<file path="src/hich_pkg.sv">
// Shared types, constants and the CORDIC arctangent table for the heading block.
// No dependencies; imported by hard_iron_calibrated_heading.
package hich_pkg;

    // Operation codes carried with each input word
    typedef enum logic [1:0] {
        OP_START  = 2'd0,
        OP_SAMPLE = 2'd1,
        OP_FINISH = 2'd2,
        OP_QUERY  = 2'd3
    } t_op;

    // Sequencer states
    typedef enum logic [2:0] {
        ST_IDLE,
        ST_ITER,
        ST_MUL,
        ST_DONE
    } t_state;

    // CORDIC configuration
    localparam int CORDIC_STEPS_DEF = 16;
    localparam int ATAN_ENTRIES     = 24;
    localparam int STEP_W           = 5;
    localparam int PRESCALE_SH      = 12;

    // Angle widths: full turn is 2^32, accumulator carries sign and headroom
    localparam int Z_W = 34;
    localparam logic signed [Z_W-1:0] QUARTER_TURN = 34'sd1073741824;

    // Turn-to-unit scale factors
    localparam logic [31:0] RAD_Q13_SCALE = 32'd3373259426;
    localparam logic [31:0] DEG_Q7_SCALE  = 32'd46080;

    // Arctangent of 2^-i in binary angle units (full turn 2^32)
    function automatic logic [31:0] atan_turns(input logic [STEP_W-1:0] idx);
        logic [31:0] v;
        case (idx)
            5'd0:    v = 32'd536870912;
            5'd1:    v = 32'd316933406;
            5'd2:    v = 32'd167458907;
            5'd3:    v = 32'd85004756;
            5'd4:    v = 32'd42667331;
            5'd5:    v = 32'd21354465;
            5'd6:    v = 32'd10679838;
            5'd7:    v = 32'd5340245;
            5'd8:    v = 32'd2670163;
            5'd9:    v = 32'd1335087;
            5'd10:   v = 32'd667544;
            5'd11:   v = 32'd333772;
            5'd12:   v = 32'd166886;
            5'd13:   v = 32'd83443;
            5'd14:   v = 32'd41722;
            5'd15:   v = 32'd20861;
            5'd16:   v = 32'd10430;
            5'd17:   v = 32'd5215;
            5'd18:   v = 32'd2608;
            5'd19:   v = 32'd1304;
            5'd20:   v = 32'd652;
            5'd21:   v = 32'd326;
            5'd22:   v = 32'd163;
            5'd23:   v = 32'd81;
            default: v = 32'd0;
        endcase
        return v;
    endfunction

endpackage

</file>
<file path="src/hard_iron_calibrated_heading.sv">
// Hard-iron calibration and compass heading: a query is loaded and pre-rotated, makes
// STEPS passes through the one shared shift-add CORDIC stage, where STEPS is CORDIC_STEPS
// capped at 24, goes through the 32x32 turn-to-unit multiplier and is handed to the
// output register; a query on the zero vector skips the CORDIC passes, and start, sample
// and finish words go straight to the hand-off. The input is stalled while a word is in
// work, and a finished word waits in work while the output register is full and stalled.
// The output register holds a finished word while the next input word is accepted.
// Depends on hich_pkg.
module hard_iron_calibrated_heading #(
    parameter int CORDIC_STEPS = hich_pkg::CORDIC_STEPS_DEF
) (
    input  logic               i_clk,
    input  logic               i_rst_n,
    // configuration
    input  logic               i_cfg_we,
    input  logic               i_cfg_data,
    // input channel
    input  logic               i_in_valid,
    output logic               o_in_stall,
    input  logic [1:0]         i_operation,
    input  logic signed [15:0] i_sample_x,
    input  logic signed [15:0] i_sample_y,
    // output channel
    output logic               o_out_valid,
    input  logic               i_out_stall,
    output logic [15:0]        o_bearing,
    output logic               o_bearing_valid,
    output logic signed [15:0] o_offset_x,
    output logic signed [15:0] o_offset_y
);
    import hich_pkg::*;

    localparam int STEPS = (CORDIC_STEPS > ATAN_ENTRIES) ? ATAN_ENTRIES : CORDIC_STEPS;
    localparam logic [STEP_W-1:0] LAST_STEP = STEP_W'(STEPS - 1);

    t_state r_state, n_state;

    logic               r_angle_unit;
    logic signed [15:0] r_max_x, r_min_x, r_max_y, r_min_y;
    logic signed [15:0] r_center_x, r_center_y;

    logic signed [31:0]      r_x, r_y;
    logic signed [Z_W-1:0]   r_z;
    logic [STEP_W-1:0]       r_step;
    logic                    r_is_query;
    logic [63:0]             r_prod;

    logic w_accept, w_load_out, w_zero;

    // ---------------------------------------------------------------
    // Sequencer
    // ---------------------------------------------------------------
    always_ff @(posedge i_clk) begin
        if (!i_rst_n) begin
            r_state <= ST_IDLE;
        end else begin
            r_state <= n_state;
        end
    end

    always_comb begin
        n_state    = r_state;
        w_accept   = 1'b0;
        w_load_out = 1'b0;
        o_in_stall = (r_state != ST_IDLE);
        case (r_state)
            ST_IDLE: begin
                if (i_in_valid) begin
                    w_accept = 1'b1;
                    if (i_operation == OP_QUERY && !w_zero) begin
                        n_state = ST_ITER;
                    end else if (i_operation == OP_QUERY) begin
                        n_state = ST_MUL;
                    end else begin
                        n_state = ST_DONE;
                    end
                end
            end
            ST_ITER: begin
                if (r_step == LAST_STEP) begin
                    n_state = ST_MUL;
                end
            end
            ST_MUL: begin
                n_state = ST_DONE;
            end
            ST_DONE: begin
                if (!o_out_valid || !i_out_stall) begin
                    w_load_out = 1'b1;
                    n_state    = ST_IDLE;
                end
            end
            default: begin
                n_state = ST_IDLE;
            end
        endcase
    end

    // ---------------------------------------------------------------
    // Configuration register
    // ---------------------------------------------------------------
    always_ff @(posedge i_clk) begin
        if (!i_rst_n) begin
            r_angle_unit <= 1'b0;
        end else if (i_cfg_we) begin
            r_angle_unit <= i_cfg_data;
        end
    end

    // ---------------------------------------------------------------
    // Calibration: min/max tracking and center (truncated toward zero)
    // ---------------------------------------------------------------
    logic signed [16:0] w_sum_x, w_sum_y, w_adj_x, w_adj_y;

    assign w_sum_x = {r_max_x[15], r_max_x} + {r_min_x[15], r_min_x};
    assign w_sum_y = {r_max_y[15], r_max_y} + {r_min_y[15], r_min_y};
    assign w_adj_x = w_sum_x + {16'd0, w_sum_x[16]};
    assign w_adj_y = w_sum_y + {16'd0, w_sum_y[16]};

    always_ff @(posedge i_clk) begin
        if (!i_rst_n) begin
            r_max_x    <= '0;
            r_min_x    <= '0;
            r_max_y    <= '0;
            r_min_y    <= '0;
            r_center_x <= '0;
            r_center_y <= '0;
        end else if (w_accept) begin
            case (i_operation)
                OP_START: begin
                    r_max_x <= i_sample_x;
                    r_min_x <= i_sample_x;
                    r_max_y <= i_sample_y;
                    r_min_y <= i_sample_y;
                end
                OP_SAMPLE: begin
                    if (i_sample_x > r_max_x) begin
                        r_max_x <= i_sample_x;
                    end else if (i_sample_x < r_min_x) begin
                        r_min_x <= i_sample_x;
                    end
                    if (i_sample_y > r_max_y) begin
                        r_max_y <= i_sample_y;
                    end else if (i_sample_y < r_min_y) begin
                        r_min_y <= i_sample_y;
                    end
                end
                OP_FINISH: begin
                    r_center_x <= w_adj_x[16:1];
                    r_center_y <= w_adj_y[16:1];
                end
                default: begin
                end
            endcase
        end
    end

    // ---------------------------------------------------------------
    // Query front end: remove offset, prescale, pre-rotate into right half
    // ---------------------------------------------------------------
    logic signed [16:0] w_dx, w_dy;
    logic signed [31:0] w_x0, w_y0, w_xp, w_yp;
    logic signed [Z_W-1:0] w_zp;

    assign w_dx   = {i_sample_x[15], i_sample_x} - {r_center_x[15], r_center_x};
    assign w_dy   = {i_sample_y[15], i_sample_y} - {r_center_y[15], r_center_y};
    assign w_zero = (w_dx == '0) && (w_dy == '0);
    // CORDIC x axis takes dy, y axis takes dx
    assign w_x0   = {{3{w_dy[16]}}, w_dy, {PRESCALE_SH{1'b0}}};
    assign w_y0   = {{3{w_dx[16]}}, w_dx, {PRESCALE_SH{1'b0}}};

    always_comb begin
        w_xp = w_x0;
        w_yp = w_y0;
        w_zp = '0;
        if (w_x0 < 0) begin
            if (w_y0 >= 0) begin
                w_xp = w_y0;
                w_yp = -w_x0;
                w_zp = QUARTER_TURN;
            end else begin
                w_xp = -w_y0;
                w_yp = w_x0;
                w_zp = -QUARTER_TURN;
            end
        end
    end

    // ---------------------------------------------------------------
    // Shared CORDIC stage, one micro-rotation per cycle
    // ---------------------------------------------------------------
    logic signed [31:0]    w_xs, w_ys;
    logic signed [Z_W-1:0] w_atan;

    assign w_xs   = r_x >>> r_step;
    assign w_ys   = r_y >>> r_step;
    assign w_atan = Z_W'(atan_turns(r_step));

    // ---------------------------------------------------------------
    // Turn-to-unit multiplier
    // ---------------------------------------------------------------
    logic [31:0] w_turns, w_scale;
    logic [63:0] w_prod;

    assign w_turns = 32'd0 - r_z[31:0];
    assign w_scale = r_angle_unit ? DEG_Q7_SCALE : RAD_Q13_SCALE;
    assign w_prod  = 64'(w_turns) * 64'(w_scale);

    // Datapath registers for the query
    always_ff @(posedge i_clk) begin
        if (w_accept) begin
            r_is_query <= (i_operation == OP_QUERY);
            r_step     <= '0;
            if (w_zero) begin
                r_x <= '0;
                r_y <= '0;
                r_z <= '0;
            end else begin
                r_x <= w_xp;
                r_y <= w_yp;
                r_z <= w_zp;
            end
        end else if (r_state == ST_ITER) begin
            r_step <= r_step + 1'b1;
            if (r_y >= 0) begin
                r_x <= r_x + w_ys;
                r_y <= r_y - w_xs;
                r_z <= r_z + w_atan;
            end else begin
                r_x <= r_x - w_ys;
                r_y <= r_y + w_xs;
                r_z <= r_z - w_atan;
            end
        end
        if (r_state == ST_MUL) begin
            r_prod <= w_prod;
        end
    end

    // ---------------------------------------------------------------
    // Output register
    // ---------------------------------------------------------------
    always_ff @(posedge i_clk) begin
        if (!i_rst_n) begin
            o_out_valid <= 1'b0;
        end else if (w_load_out) begin
            o_out_valid <= 1'b1;
        end else if (!i_out_stall) begin
            o_out_valid <= 1'b0;
        end
    end

    always_ff @(posedge i_clk) begin
        if (w_load_out) begin
            o_bearing_valid <= r_is_query;
            o_offset_x      <= r_center_x;
            o_offset_y      <= r_center_y;
            if (!r_is_query) begin
                o_bearing <= '0;
            end else if (r_angle_unit) begin
                o_bearing <= r_prod[47:32];
            end else begin
                o_bearing <= r_prod[63:48];
            end
        end
    end

endmodule
</file>
<file path="config.mk">
export PLATFORM = sky130hd
export DESIGN_NAME = hard_iron_calibrated_heading
export DESIGN_NICKNAME = d
export VERILOG_FILES = /design/src/hich_pkg.sv /design/src/hard_iron_calibrated_heading.sv
export SDC_FILE = /design/constraint.sdc
export NUM_CORES = 2
export LEC_CHECK = 0
export ABC_AREA = 1
export BUFFER_PORTS_ARGS = -buffer_cell sky130_fd_sc_hd__buf_4
export CORE_ASPECT_RATIO = 2
export CORE_MARGIN = 1
export CORE_UTILIZATION = 49
export DETAILED_ROUTE_END_ITERATION = 12
export PLACE_DENSITY = 0.72
export SLEW_MARGIN = 0
export SYNTH_ARGS = -nofsm -noshare
export SYNTH_HDL_FRONTEND = slang
export SYNTH_SLANG_ARGS = --single-unit
</file>
<file path="constraint.sdc">
create_clock -name i_clk -period 13.55 [get_ports i_clk]
set_clock_uncertainty 0.2 [all_clocks]
set_input_delay 2.71 -clock i_clk [delete_from_list [all_inputs] [get_ports i_clk]]
set_output_delay 2.71 -clock i_clk [all_outputs]
set_load 0.02 [all_outputs]
</file>
# --- Word level (Yosys, flattened, before mapping) ---
# Memories as Yosys holds them, arrays and structs flattened. A register that Yosys moved wholly into a read port is not among the register bits.
# Index checks and enable logic that the tools add are counted.
word_totals:
  ff_bits: 318
  romBits: 960
  inputBits: 40
  output_inout_bits: 51
  elab_cells: 126
  mem_count: 1
classes:
  addsub: 16
  multipliers: 1
  order_cmp: 7
  eq_ne: 17
  shift: 2
  n_mux: 44
  n_reduce_logical: 19
memory_table:
  columns: ["name", "words", "width", "rd", "rd_ports_with_merged_regs", "write_ports", "line", "text"]
  rows:
  - ["(no name shown)", 32, 30, 1, 1, 0, "hich_pkg.sv:38", "case (idx)"]
op_table:
  columns: ["cell", "n"]
  rows:
  - ["$mux 32", 13]
  - ["$mux 34", 6]
  - ["$pmux 16 s2", 4]
  - ["$mux 16", 7]
  - ["$add 32x32->32", 2]
  - ["$mul 32x32->64", 1]
  - ["$neg 29->32", 2]
  - ["$sshr 32x5->32", 2]
  - ["$sub 32x32->32", 2]
  - ["$add 16x16->17", 2]
  - ["$add 17x1->17", 2]
  - ["$add 34x33->34", 1]
  - ["$logic_not 17->1", 2]
  - ["$sub 16x16->17", 2]
  - ["$sub 34x33->34", 1]
  - ["$ge 32x1->1 const B", 1]
  - ["$gt 16x16->1", 2]
  - ["$lt 16x16->1", 2]
  - ["$sub 1x32->32 const A", 1]
  - ["$ge 29x1->1 const B", 1]
  - ["$lt 29x1->1 const B", 1]
  - ["$ne 2x2->1 const B", 9]
  - ["$pmux 3 s4", 1]
  - ["$mux 5", 2]
  - ["other kinds (20)", 37]

# --- Logic depth before layout (Yosys ltp) ---
logic_depth:
  ltp_word: 8
  mapped_depth: 42
  mapped_depth_nobuf: 42

# --- Worst setup path after synthesis ---
# OpenSTA, ideal clock, no wires.
synth_path:
  path_kind: "register to register"
  start: "register r_z[0]"
  end: "register r_prod[58], data pin"
  setup_ns: 0.259
  arrival_time_ns: 7.892
  required_time_ns: 13.091
  setup_slack_ns: 5.199
  path_stages_with_launch: 33
  n_path_buf: 0
  period_less_slack_ns: 8.351
  path_cell_list: "edfxtp_1 > inv_1 > ha_1 > inv_1 > nor2_2 > nand4_1 > nor2_2 > inv_2 > nor3_2 > nand2_1 > nor2_2 > nand2_1 > xor2_1 > inv_1 > nor2_1 > inv_1 > fa_1 > fa_1 > fa_1 > inv_1 > ha_1 > fa_1 > fa_1 > fa_1 > ha_1 > ha_1 > a21oi_1 > o21ai_0 > a21oi_1 > o21ai_0 > a221oi_1 > nand2_1 > xor2_1"
synth_via:
  elab_chain_cells: 2
synth_rtl:
  columns: ["element", "line", "text"]
  rows:
  - ["start, declared", "hard_iron_calibrated_heading.sv:43", "logic signed [Z_W-1:0] r_z;"]
  - ["start signal, assigned", "hard_iron_calibrated_heading.sv:221", "r_z <= w_zp;"]
  - ["start signal, assigned", "hard_iron_calibrated_heading.sv:228", "r_z <= r_z + w_atan;"]
  - ["start signal, assigned", "hard_iron_calibrated_heading.sv:232", "r_z <= r_z - w_atan;"]
  - ["$sub 1x32->32", "hard_iron_calibrated_heading.sv:205", "assign w_turns = 32'd0 - r_z[31:0];"]
  - ["$mul 32x32->64", "hard_iron_calibrated_heading.sv:207", "assign w_prod = 64'(w_turns) * 64'(w_scale);"]
  - ["net w_prod[58]", "hard_iron_calibrated_heading.sv:203", "logic [63:0] w_prod;"]
  - ["end signal, assigned", "hard_iron_calibrated_heading.sv:236", "r_prod <= w_prod;"]
  - ["end, declared", "hard_iron_calibrated_heading.sv:46", "logic [63:0] r_prod;"]
# The timed path passes the listed nets, and every way through them passes these cells.
# A chain may end at the register's enable or synchronous reset.

# --- Final worst setup path ---
layout_path:
  start: "register r_z[0]"
  end: "register r_prod[42], data pin"
# Same word-level chain as after synthesis.

==> run metrics <==
status finished with violations; failing checks max-capacitance violations, max-slew violations; pin count of the biggest net entering global routing 97; Final min period 10190 ps; routed vias 47045; CTS tree built; Post-synth ARST share 0%; CTS Buf Count 36; Top cell by count, worst path inv_1; final setup vio count 0; vias in the first global route 48797; Vias/cell 5.80; clock root buffer clkbuf_16; grt ovf 0; share of the synthesized area in the top cell type 16.0%; post-CTS sizing 0; I/O Buffers 90; nets@finish 7808; Critical Path Max Stage Delay 1060 ps; first drt pass iteration count 9; clock buffer depth 3; Tcrit/Tclk final 75.2%; met3 wire len 11.6 mm; H-tree depth 2; Initial Utilization 49.6%; WL per Instance 24.0 um; Ys Warns 0; MaxCap Viol Count 1; Final GP Congestion 1.09; hold buffer count at CTS 0; crit path DAT 10350 ps; Netlist cell types 71; DRC 0; Cells after Synth 6725; FP Rows 163; Die X-Extent 225 um; post-DP HPWL 158 mm; EDFF count, synth 178; total wire length 195 mm; max layer used met5; Detailed Route Iter0 Violations 3353; Detail Route Antenna Nets 0; Setup crit end kind flop; IO Pins 91; WL met2 100 mm; Syn Area/Cell 7.27 um2; core area 98700 um2; postcts setup bufs 0; Clock transition at path regs 70 ps; Worst EP required 13720 ps; total track usage 38.7%; flops & latches, synth 313; Area Growth Syn to Fin 6.64%; placed cell area 50900 um2; sequential share of the synthesized area 16.5%; die footprint 101000 um2; Hold WC Path Type flop to flop; cell at the slowest stage of the critical path o21ai_0; die extent in y 449 um; area leader, netlist fa_1; mapped cell area 48900 um2; top_reg_cell synth edfxtp_1; startpoint types flop; layout cell share with drive strength beyond 1 5.43%; Final TNS setup 0 ps; RSZ-0062 raised after global routing false; Crit Path Class flop to flop; Final Non-Filler Cells 8115; Placed Instances 8044; fin. max-slew vios 2; clock sink count 313; largest fanout on the critical path 11; ranking of synthesized cells by area fa_1, ha_1, edfxtp_1; Fillers 9927; antenna violations before repair 10; Slew @ Worst Pin 1510 ps; max_slew headroom -1.48%; Design Area, Final 52200 um2; Max Fclk 0.0982 GHz; first-pass GRT wire length 288 mm; final hold violations 0; worst-skew pair later-pin latency 630 ps; wl on met1 54.0 mm
## stage by stage
step | setup WS [ps] | hold WS, ps | util [%]
after global routing | 3030 | 263 | 52.8
final | 3360 | 256 | 52.8
after CTS | 3540 | 253 | 52.8
after floorplan | 5200 | 208 | -
after global placement | 3590 | 227 | 51.6
after detailed placement | 3570 | 226 | 51.6
## layer usage
metal,up-vias,GRT usage [%]
li1,21946,-
met1,21959,30.0
met2,1980,70.5
met3,1152,8.72
met4,8,48.2
met5,-,0
## worst max-delay path: cells and delay by family (launching register included)
kind	cells	cell delay, ps
compound gates	4	1590
xor+xnor	1	400
fa+ha+maj	9	3770
buf+inv	8	1020
flops	1	470
simple gates	12	2490
## flip-flops by register name (all words and copies together) (netlist names)
signal           count
r_angle_unit         1
r_max_y             16
o_offset_y          16
r_min_y             16
r_min_x             16
r_y                 32
o_bearing_valid      1
r_center_x          16
r_max_x             16
r_z                 32
r_center_y          16
r_state              2
o_bearing           16
r_x                 32
w_atan              30
r_is_query           1
r_step               5
r_prod              32
o_offset_x          16
o_out_valid          1
## cell type report
class / count / area, um2 / area share (%)
Sequential cell: 313 / 8060 / 15.4
Clock buffer: 43 / 990 / 1.90
Tap cell: 1320 / 1650 / 3.17
Inverter: 1203 / 4520 / 8.66
Antenna cell: 5 / 12.5 / 0.0240
Multi-Input combinational cell: 5078 / 35700 / 68.5
Clock inverter: 23 / 240 / 0.461
Timing Repair Buffer: 130 / 976 / 1.87
## cell usage after synthesis, types with 51 or more instances
cell	number
nand2_1	1304
inv_1	1177
ha_1	615
nor2_1	554
a21oi_1	480
nand3_1	479
fa_1	391
o21ai_0	386
edfxtp_1	178
xor2_1	176
dfxtp_1	135
xnor2_1	79
nor3_1	70
clkbuf_1	68
nand4_1	61
a31oi_1	54
o21ai_1	51
## cell families after synthesis
family	after synthesis	synth area share (%)
and+or+nand+nor	2614	22.9
buffers and inverters	1356	10.8
AOI/OAI and AO/OA	1174	13.3
adders and majority gates	1006	31.7
DFF	313	16.5
xor gates and xnor gates	261	4.79
other	1	0.00767
## final timing paths
kind	startpoint	end	slack (ps)	cells past startpoint
worst max-delay path	r_z[0]	r_prod[42]	3360	34
worst min-delay path	r_center_y[1]	o_offset_y[1]	260	0
worst max register to register	r_z[0]	r_prod[42]	3360	34
worst min register to register	r_center_y[1]	o_offset_y[1]	260	0
## placed cells by master, fill, tap and decap left out, drive strengths merged, types with 38 or more instances in the layout
cell type	n
a21oi	481
a31oi	54
buf	130
clkbuf	43
dfxtp	135
edfxtp	178
fa	391
ha	615
inv	1203
nand2	1325
nand3	483
nand4	63
nor2	592
nor3	76
o21a	38
o21ai	456
or2	42
xnor2	81
xor2	180
Power is not shown: default switching activity piles up to over one toggle a cycle in this logic, so the estimate is an artifact.
